`config.mk`:
```
export PLATFORM = sky130hd
export DESIGN_NAME = riscv_csr_file_with_access_check_core
export DESIGN_NICKNAME = d
export VERILOG_FILES = /design/src/hdl/rvcsr_pkg.sv /design/src/hdl/rvcsr_regs.sv /design/src/hdl/riscv_csr_file_with_access_check_core.sv
export SDC_FILE = /design/constraint.sdc
export NUM_CORES = 2
export LEC_CHECK = 0
export BUFFER_PORTS_ARGS = -buffer_cell sky130_fd_sc_hd__buf_2
export CAP_MARGIN = 20
export CORE_UTILIZATION = 45
export DETAILED_ROUTE_END_ITERATION = 10
export PLACE_DENSITY_LB_ADDON = 0.25
export SETUP_SLACK_MARGIN = 0.05
export SYNTH_ARGS = -nofsm -noshare
export SYNTH_HDL_FRONTEND = slang
export SYNTH_SLANG_ARGS = --single-unit
```
`constraint.sdc`:
```
create_clock -name aclk -period 9.8 [get_ports aclk]
set_clock_uncertainty 0.1 [all_clocks]
set_input_delay 0.98 -clock aclk [delete_from_list [all_inputs] [get_ports aclk]]
set_output_delay 0.98 -clock aclk [all_outputs]
set_load 0.01 [all_outputs]
```
`src/hdl/rvcsr_pkg.sv`:
```
// Shared types, constants and address decode for the RISC-V CSR file.
// No dependencies; imported by rvcsr_regs and the top level.
`default_nettype none
package rvcsr_pkg;

    localparam int NUM_CSRS = 29;
    localparam int SLOT_W   = 5;
    localparam int XLEN     = 64;
    localparam int ILEN     = 32;

    // Operation codes
    localparam logic [1:0] OP_READ  = 2'd0;
    localparam logic [1:0] OP_WRITE = 2'd1;
    localparam logic [1:0] OP_RAISE = 2'd2;
    localparam logic [1:0] OP_CLEAR = 2'd3;

    // Storage slots, in store order
    localparam logic [SLOT_W-1:0] SL_SEPC       = 5'd0;
    localparam logic [SLOT_W-1:0] SL_STVEC      = 5'd1;
    localparam logic [SLOT_W-1:0] SL_SCAUSE     = 5'd2;
    localparam logic [SLOT_W-1:0] SL_STVAL      = 5'd3;
    localparam logic [SLOT_W-1:0] SL_SSCRATCH   = 5'd4;
    localparam logic [SLOT_W-1:0] SL_SSTATUS    = 5'd5;
    localparam logic [SLOT_W-1:0] SL_SATP       = 5'd6;
    localparam logic [SLOT_W-1:0] SL_SIE        = 5'd7;
    localparam logic [SLOT_W-1:0] SL_SIP        = 5'd8;
    localparam logic [SLOT_W-1:0] SL_MTVEC      = 5'd9;
    localparam logic [SLOT_W-1:0] SL_MEPC       = 5'd10;
    localparam logic [SLOT_W-1:0] SL_MCAUSE     = 5'd11;
    localparam logic [SLOT_W-1:0] SL_MIE        = 5'd12;
    localparam logic [SLOT_W-1:0] SL_MIP        = 5'd13;
    localparam logic [SLOT_W-1:0] SL_MTVAL      = 5'd14;
    localparam logic [SLOT_W-1:0] SL_MSCRATCH   = 5'd15;
    localparam logic [SLOT_W-1:0] SL_MSTATUS    = 5'd16;
    localparam logic [SLOT_W-1:0] SL_MHARTID    = 5'd17;
    localparam logic [SLOT_W-1:0] SL_MEDELEG    = 5'd18;
    localparam logic [SLOT_W-1:0] SL_MIDELEG    = 5'd19;
    localparam logic [SLOT_W-1:0] SL_PMPADDR0   = 5'd20;
    localparam logic [SLOT_W-1:0] SL_PMPADDR1   = 5'd21;
    localparam logic [SLOT_W-1:0] SL_PMPADDR2   = 5'd22;
    localparam logic [SLOT_W-1:0] SL_PMPADDR3   = 5'd23;
    localparam logic [SLOT_W-1:0] SL_PMPCFG0    = 5'd24;
    localparam logic [SLOT_W-1:0] SL_USCRATCH   = 5'd25;
    localparam logic [SLOT_W-1:0] SL_MISA       = 5'd26;
    localparam logic [SLOT_W-1:0] SL_SCOUNTEREN = 5'd27;
    localparam logic [SLOT_W-1:0] SL_MCOUNTEREN = 5'd28;

    // Writable masks
    localparam logic [XLEN-1:0] SMASK        = 64'h0000_0000_000D_E722;
    localparam logic [XLEN-1:0] MMASK        = 64'h0000_0000_007E_7FAA;
    localparam logic [XLEN-1:0] SD_MASK      = 64'h8000_0000_0000_0000;
    localparam logic [XLEN-1:0] SUP_INTS     = 64'h0000_0000_0000_0222;
    localparam logic [XLEN-1:0] DELEG_MASK   = 64'h0000_0000_0000_B309;
    localparam logic [XLEN-1:0] SATP_MASK    = 64'hF000_0FFF_FFFF_FFFF;
    localparam logic [XLEN-1:0] PMPADDR_MASK = 64'h003F_FFFF_FFFF_FFFF;
    localparam logic [XLEN-1:0] CNTEN_MASK   = 64'h0000_0000_FFFF_FFFF;

    // Address bits 11:10 all ones marks a read-only CSR
    localparam logic [1:0] RO_CODE = 2'b11;

    typedef struct packed {
        logic              hit;
        logic [SLOT_W-1:0] slot;
    } csr_slot_t;

    // One state-changing request from the pipeline to the register bank
    typedef struct packed {
        logic              wr_en;
        logic              set_en;
        logic              clr_en;
        logic [SLOT_W-1:0] slot;
        logic [XLEN-1:0]   wdata;
        logic [4:0]        irq;
    } csr_cmd_t;

    function automatic logic [XLEN-1:0] merge(input logic [XLEN-1:0] old_val,
                                              input logic [XLEN-1:0] mask,
                                              input logic [XLEN-1:0] new_val);
        merge = (old_val & ~mask) | (new_val & mask);
    endfunction

    // Map a CSR address to its storage slot
    function automatic csr_slot_t slot_lookup(input logic [11:0] addr);
        csr_slot_t r;
        r.hit  = 1'b1;
        r.slot = SL_SEPC;
        case (addr)
            12'h141: r.slot = SL_SEPC;
            12'h105: r.slot = SL_STVEC;
            12'h142: r.slot = SL_SCAUSE;
            12'h143: r.slot = SL_STVAL;
            12'h140: r.slot = SL_SSCRATCH;
            12'h100: r.slot = SL_SSTATUS;
            12'h180: r.slot = SL_SATP;
            12'h104: r.slot = SL_SIE;
            12'h144: r.slot = SL_SIP;
            12'h305: r.slot = SL_MTVEC;
            12'h341: r.slot = SL_MEPC;
            12'h342: r.slot = SL_MCAUSE;
            12'h304: r.slot = SL_MIE;
            12'h344: r.slot = SL_MIP;
            12'h343: r.slot = SL_MTVAL;
            12'h340: r.slot = SL_MSCRATCH;
            12'h300: r.slot = SL_MSTATUS;
            12'hF14: r.slot = SL_MHARTID;
            12'h302: r.slot = SL_MEDELEG;
            12'h303: r.slot = SL_MIDELEG;
            12'h3B0: r.slot = SL_PMPADDR0;
            12'h3B1: r.slot = SL_PMPADDR1;
            12'h3B2: r.slot = SL_PMPADDR2;
            12'h3B3: r.slot = SL_PMPADDR3;
            12'h3A0: r.slot = SL_PMPCFG0;
            12'h040: r.slot = SL_USCRATCH;
            12'h301: r.slot = SL_MISA;
            12'h106: r.slot = SL_SCOUNTEREN;
            12'h306: r.slot = SL_MCOUNTEREN;
            default: r.hit  = 1'b0;
        endcase
        return r;
    endfunction

endpackage
`default_nettype wire

```
`src/hdl/rvcsr_regs.sv`:
```
// CSR register bank: storage, read mux and masked update with shadowing.
// Depends on rvcsr_pkg.
`default_nettype none
module rvcsr_regs
    import rvcsr_pkg::*;
(
    input  wire logic              aclk,
    input  wire logic              aresetn,
    input  wire csr_cmd_t          cmd,
    input  wire logic [SLOT_W-1:0] rd_slot,
    output logic      [XLEN-1:0]   rd_data
);

    logic [XLEN-1:0] csr_reg  [NUM_CSRS];
    logic [XLEN-1:0] csr_next [NUM_CSRS];

    // Read port; slots past the end read as zero
    assign rd_data = (rd_slot < SLOT_W'(NUM_CSRS)) ? csr_reg[rd_slot] : '0;

    // Compute the next bank contents for one request
    always_comb begin
        logic [XLEN-1:0] v;
        logic [XLEN-1:0] ss;
        logic [XLEN-1:0] ms;
        logic [XLEN-1:0] new_sie;
        logic            dirty;
        v       = cmd.wdata;
        ss      = '0;
        ms      = '0;
        new_sie = '0;
        dirty   = 1'b0;
        for (int i = 0; i < NUM_CSRS; i++) begin
            csr_next[i] = csr_reg[i];
        end
        if (cmd.set_en) begin
            csr_next[SL_MIP] = csr_reg[SL_MIP] | (XLEN'(1) << cmd.irq);
        end else if (cmd.clr_en) begin
            csr_next[SL_MIP] = csr_reg[SL_MIP] & ~(XLEN'(1) << cmd.irq);
        end else if (cmd.wr_en) begin
            case (cmd.slot)
                SL_MEDELEG: begin
                    csr_next[SL_MEDELEG] = merge(csr_reg[SL_MEDELEG], DELEG_MASK, v);
                end
                SL_MIDELEG: begin
                    csr_next[SL_MIDELEG] = merge(csr_reg[SL_MIDELEG], SUP_INTS, v);
                end
                SL_SIE: begin
                    // sie writes only delegated bits, then mirrors them into mie
                    new_sie = merge(csr_reg[SL_SIE], csr_reg[SL_MIDELEG], v);
                    csr_next[SL_SIE] = new_sie;
                    csr_next[SL_MIE] = merge(csr_reg[SL_MIE], csr_reg[SL_MIDELEG],
                                             new_sie);
                end
                SL_SSTATUS: begin
                    ss    = merge(csr_reg[SL_SSTATUS], SMASK, v);
                    ms    = merge(csr_reg[SL_MSTATUS], SMASK, v);
                    dirty = (ms[14:13] == 2'b11) || (ms[16:15] == 2'b11);
                    ms[XLEN-1] = dirty;
                    ss[XLEN-1] = dirty;
                    csr_next[SL_SSTATUS] = ss;
                    csr_next[SL_MSTATUS] = ms;
                end
                SL_MSTATUS: begin
                    ms    = merge(csr_reg[SL_MSTATUS], MMASK, v);
                    dirty = (ms[14:13] == 2'b11) || (ms[16:15] == 2'b11);
                    ms[XLEN-1] = dirty;
                    csr_next[SL_MSTATUS] = ms;
                    csr_next[SL_SSTATUS] = merge(csr_reg[SL_SSTATUS],
                                                 SMASK | SD_MASK, ms);
                end
                SL_SIP, SL_MIP: begin
                    csr_next[SL_SIP] = merge(csr_reg[SL_SIP], SUP_INTS, v);
                    csr_next[SL_MIP] = merge(csr_reg[SL_MIP], SUP_INTS, v);
                end
                SL_SATP: begin
                    csr_next[SL_SATP] = merge(csr_reg[SL_SATP], SATP_MASK, v);
                end
                SL_PMPADDR0, SL_PMPADDR1, SL_PMPADDR2, SL_PMPADDR3: begin
                    csr_next[cmd.slot] = merge(csr_reg[cmd.slot], PMPADDR_MASK, v);
                end
                SL_SCOUNTEREN, SL_MCOUNTEREN: begin
                    csr_next[cmd.slot] = v & CNTEN_MASK;
                end
                default: begin
                    if (cmd.slot < SLOT_W'(NUM_CSRS)) begin
                        csr_next[cmd.slot] = v;
                    end
                end
            endcase
        end
    end

    // Hold the bank; clear all CSRs on reset
    always_ff @(posedge aclk) begin
        if (!aresetn) begin
            for (int i = 0; i < NUM_CSRS; i++) begin
                csr_reg[i] <= '0;
            end
        end else begin
            for (int i = 0; i < NUM_CSRS; i++) begin
                csr_reg[i] <= csr_next[i];
            end
        end
    end

endmodule
`default_nettype wire

```
`src/hdl/riscv_csr_file_with_access_check_core.sv`:
```
// Top level of the RISC-V CSR file with privilege and access checking.
// Depends on rvcsr_pkg and rvcsr_regs.
//
//  channel | direction | fields
//  s_*     | in        | opcode, csr_address, write_data, current_privilege,
//          |           | instruction_word, irq_number
//  m_*     | out       | read_data, trap, trap_value
//
// An item waits in the input register and is then executed: the check,
// the read and the CSR update all happen on the edge that moves it into
// the result register, which also raises m_valid; one item per cycle is
// sustained while m_ready is high.
// Synchronous active-low reset clears both valid flags and all CSRs.
// A stalled m_ready holds the result register, and the input register fills
// behind it; s_ready drops only when both are full.
`default_nettype none
module riscv_csr_file_with_access_check_core
    import rvcsr_pkg::*;
(
    input  wire logic            aclk,
    input  wire logic            aresetn,
    input  wire logic            s_valid,
    output logic                 s_ready,
    input  wire logic [1:0]      s_opcode,
    input  wire logic [11:0]     s_csr_address,
    input  wire logic [XLEN-1:0] s_write_data,
    input  wire logic [1:0]      s_current_privilege,
    input  wire logic [ILEN-1:0] s_instruction_word,
    input  wire logic [4:0]      s_irq_number,
    output logic                 m_valid,
    input  wire logic            m_ready,
    output logic      [XLEN-1:0] m_read_data,
    output logic                 m_trap,
    output logic      [ILEN-1:0] m_trap_value
);

    logic            in_vld_reg;
    logic [1:0]      op_reg;
    logic [11:0]     addr_reg;
    logic [XLEN-1:0] wdata_reg;
    logic [1:0]      priv_reg;
    logic [ILEN-1:0] instr_reg;
    logic [4:0]      irq_reg;

    logic            out_vld_reg;
    logic [XLEN-1:0] rdata_reg;
    logic            trap_reg;
    logic [ILEN-1:0] tval_reg;

    logic            advance;
    logic            is_access;
    logic            bad;
    csr_slot_t       dec;
    csr_cmd_t        cmd;
    logic [XLEN-1:0] bank_rdata;

    assign advance = in_vld_reg && (!out_vld_reg || m_ready);
    assign s_ready = !in_vld_reg || advance;

    // Decode and check the held item
    assign dec       = slot_lookup(addr_reg);
    assign is_access = (op_reg == OP_READ) || (op_reg == OP_WRITE);
    assign bad       = (addr_reg[9:8] > priv_reg) || !dec.hit
                    || ((op_reg == OP_WRITE) && (addr_reg[11:10] == RO_CODE));

    assign cmd.wr_en  = advance && (op_reg == OP_WRITE) && !bad;
    assign cmd.set_en = advance && (op_reg == OP_RAISE);
    assign cmd.clr_en = advance && (op_reg == OP_CLEAR);
    assign cmd.slot   = dec.slot;
    assign cmd.wdata  = wdata_reg;
    assign cmd.irq    = irq_reg;

    rvcsr_regs u_regs (
        .aclk    (aclk),
        .aresetn (aresetn),
        .cmd     (cmd),
        .rd_slot (dec.slot),
        .rd_data (bank_rdata)
    );

    // Input register: load on acceptance
    always_ff @(posedge aclk) begin
        if (!aresetn) begin
            in_vld_reg <= 1'b0;
        end else if (s_ready) begin
            in_vld_reg <= s_valid;
        end
        if (s_valid && s_ready) begin
            op_reg    <= s_opcode;
            addr_reg  <= s_csr_address;
            wdata_reg <= s_write_data;
            priv_reg  <= s_current_privilege;
            instr_reg <= s_instruction_word;
            irq_reg   <= s_irq_number;
        end
    end

    // Result register: capture the executed item, drop it once taken
    always_ff @(posedge aclk) begin
        if (!aresetn) begin
            out_vld_reg <= 1'b0;
        end else if (advance) begin
            out_vld_reg <= 1'b1;
        end else if (m_ready) begin
            out_vld_reg <= 1'b0;
        end
        if (advance) begin
            rdata_reg <= ((op_reg == OP_READ) && !bad) ? bank_rdata : '0;
            trap_reg  <= is_access && bad;
            tval_reg  <= (is_access && bad) ? instr_reg : '0;
        end
    end

    assign m_valid      = out_vld_reg;
    assign m_read_data  = rdata_reg;
    assign m_trap       = trap_reg;
    assign m_trap_value = tval_reg;

endmodule
`default_nettype wire
```
==> results.txt <==
Number of distinct library cells after synthesis: 93
Post-synth top area share: 43.0%
Synth Net Count: 11146
First-pass iteration count of the detailed router: 7
Cts hold-fix bufs: 0
IO buf count: 219
Post-CTS Setup Inserts: 0
Clock Root Buffer: clkbuf_16
Site Rows: 160
Layout area overhead: 10.9%
Register bit count reported by yosys: 2072
Yosys warnings: 0
Most used cell, CP: o21a_1
Top cells by area, synth: dfxtp_1 (43%), nand2_1 (17%), a21oi_1 (8.2%)
Via count of the first global-routing pass: 75546
Syn Area/Cell: 7.85 um^2
Met1 wire length: 130000 um
Type of the tightest min-delay check: primary input to flop
Cell Count, Final, Fillers Out: 13387
Largest net degree at the start of global routing: 204
Die Y-Extent: 440 um
Antenna violation net count after detailed routing: 0
Clk Latency, worst-skew pair: 0.89 ns
Status: finished, final reports clean
WL per Instance: 24.8 um
Total die area: 194000 um^2
Synth Instances: 11023
Sink Count: 2072
XOR/XNOR Fraction of Synth Area: 0.0202%
CP Cell Sequence: nor4bb_1 > and3_1 > o21a_1 > or3_4 > buf_12 > buf_4 > nand2_1 > nand3_1 > a21oi_1 > nor3_1 > o21a_1
Count leader, synth: nand2_1
Slowest stage delay, CP: 0.91 ns
Residual DRC: 0
Comb power frac: 2.3%
Async set-reset flop share out of synthesis: 0%
Max_cap viols: 0
Core box area: 191000 um^2
Total CTS buffers: 214
CTS tree: yes
Slew @ Worst Pin: 1.27 ns
Sw frac: 23.2%
CP top delay family: simple AND/OR/NAND/NOR gates
Post-synthesis mux area share: 3.37%
Worst path bufs/invs: 2
Power density cells: 181 nW/um^2
Synth Cell Area: 86500 um^2
Setup crit start kind: flop
Ys flop type: dfxtp_1
Top routing layer used: met5
Commonest cells in the netlist: nand2_1 (3863), dfxtp_1 (1858), a21oi_1 (1412)
GRT Util Overall: 33.2%
Post-synthesis adder-cell area fraction: 0.0289%
Pleak: 34.8 nW
Total Wirelength: 333000 um
Initial Utilization: 45.4%
CP Depth: 11
Sum Neg Setup Slack: 0 ns
CP Class: flop to flop
Worst R2R Path Depth: 11
First-pass GRT wire length: 487000 um
Metal2 WL: 148000 um
Vias per cell: 6.02
Sequential-to-total area share from yosys stat: 50.4%
Synth Area in Simple Gates: 28.1%
Metal3 WL: 36000 um
Placed cell count: 12962
IO Pins: 220
Tmin final: 6.11 ns
Rel. slew slack: 15.5%
CP Max Fanout: 160
Fin worst setup slack: 3.69 ns
Final core occ: 50.3%
Int Pwr: 13.4 mW
Hold Path Depth: 1
Initial antenna violation count: 14
Part of the power in the clock network: 47.6%
CTS clk-pin slew, worst paths: 0.06 ns
# resized after CTS: 0
H-tree depth: 4
Slew Limit Fails: 0
Top cell type by total area after synthesis: dfxtp_1
Worst EP arrival: 6.73 ns
Post-DP HPWL: 179000 um
Crit end category: flop
Max FFs per register: 1856
Slowest stage cell, crit path: nor4bb_1
Worst VDD drop: 168 uV
Worst Path Required: 10.42 ns
Post-synth EDFFs: 214
Clock Path Buffers: 3
Final hold vios: 0
Area fraction in compound gates after synthesis: 13.3%
RSZ-0062 raised after global routing: false
# nets final: 10805
Layout cells sized above 1: 7.65%
Setup WS pre-CTS: 3.96 ns
Number of setup violations in the final report: 0
Main combinational cell family by area after synthesis: simple AND/OR/NAND/NOR gates
Via count: 80597
Sequential power share: 50.1%
Placer congestion estimate: 0.871
1st-iter DRT viols: 11175
Die W: 440 um
Max frequency: 164 MHz
Psw: 4.04 mW
Period utilization: 62.4%
Remaining Overflow, GRT: 0
==> kinds of logic (layout without fill, tap and decap cells) <==
logic type,after synthesis,in the layout
mux,289,289
compound gates,2019,2019
buf+inv,998,844
fa+ha+maj,2,2
other cells,0,7
simple gates,5641,5641
flops,2072,2072
xor+xnor,2,2
==> final timing paths <==
| kind | start | endpoint | slack (ns) |
|---|---|---|---|
| max | addr_reg[0] | m_read_data[14] | 3.69 |
| min | s_instruction_word[31] | instr_reg[31] | 0.16 |
| max reg2reg | addr_reg[0] | m_read_data[14] | 3.69 |
| min reg2reg | u_regs.csr_reg[24][29] | u_regs.csr_reg[24][29] | 0.35 |
==> stage by stage <==
step / total power, mW / cell area (um^2) / hold WS (ns)
floorplan: 9.09 / 86500 / 0.325
global placement: 9.29 / 88500 / 0.335
detailed placement: 9.30 / 88700 / 0.341
CTS: 17.4 / 95800 / 0.114
global route: 17.8 / 95900 / 0.140
finish: 17.4 / 96000 / 0.161
==> per-layer routing <==
layer,global-route usage [%],vias up
met5,0,-
met4,17.3,10
met3,6.39,1067
met2,52.3,4956
met1,43.1,38448
li1,-,36116
==> cell usage in the layout, fill, tap and decap left out, types with 28 or more instances in the layout <==
cell type	n
nand2_1	3859
dfxtp_1	1858
a21oi_1	1411
nand3_1	789
and2_1	474
mux2i_1	280
buf_2	220
clkbuf_16	218
edfxtp_1	214
nor2_1	182
buf_4	170
a31oi_1	168
and3_1	85
nor3_1	83
clkbuf_1	73
a221oi_1	52
o21ai_0	49
o221ai_1	47
a211oi_1	44
o21a_1	42
clkbuf_8	42
o21ai_1	41
a41o_1	33
clkinv_2	31
inv_1	29
o211ai_1	28
==> power by group through the flow <==
stage / Clock, mW / Sequential, mW / Combinational (mW)
after detailed placement: 0 / 8.91 / 0.388
after global routing: 8.69 / 8.72 / 0.426
after CTS: 8.33 / 8.72 / 0.389
after floorplan: 0 / 8.84 / 0.248
after global placement: 0 / 8.91 / 0.380
final: 8.28 / 8.72 / 0.406
==> worst reg2reg max path, delay by kind of cell, from the launching register on <==
family          cells  cell delay (ns)
compound gates      3             0.58
simple gates        6             2.59
buf+inv             2             1.85
flops               1             0.84
==> cell type report <==
type,count,area (um^2)
repair buffers,410,2770
clock inverters,69,805
fillers,18058,94600
diodes,7,17.5
inverters,31,129
flip-flops and latches,2072,43600
multi-input cells,7953,39200
well taps,2511,3140
clock buffers,334,6310
(Power assumes the default switching activity.)
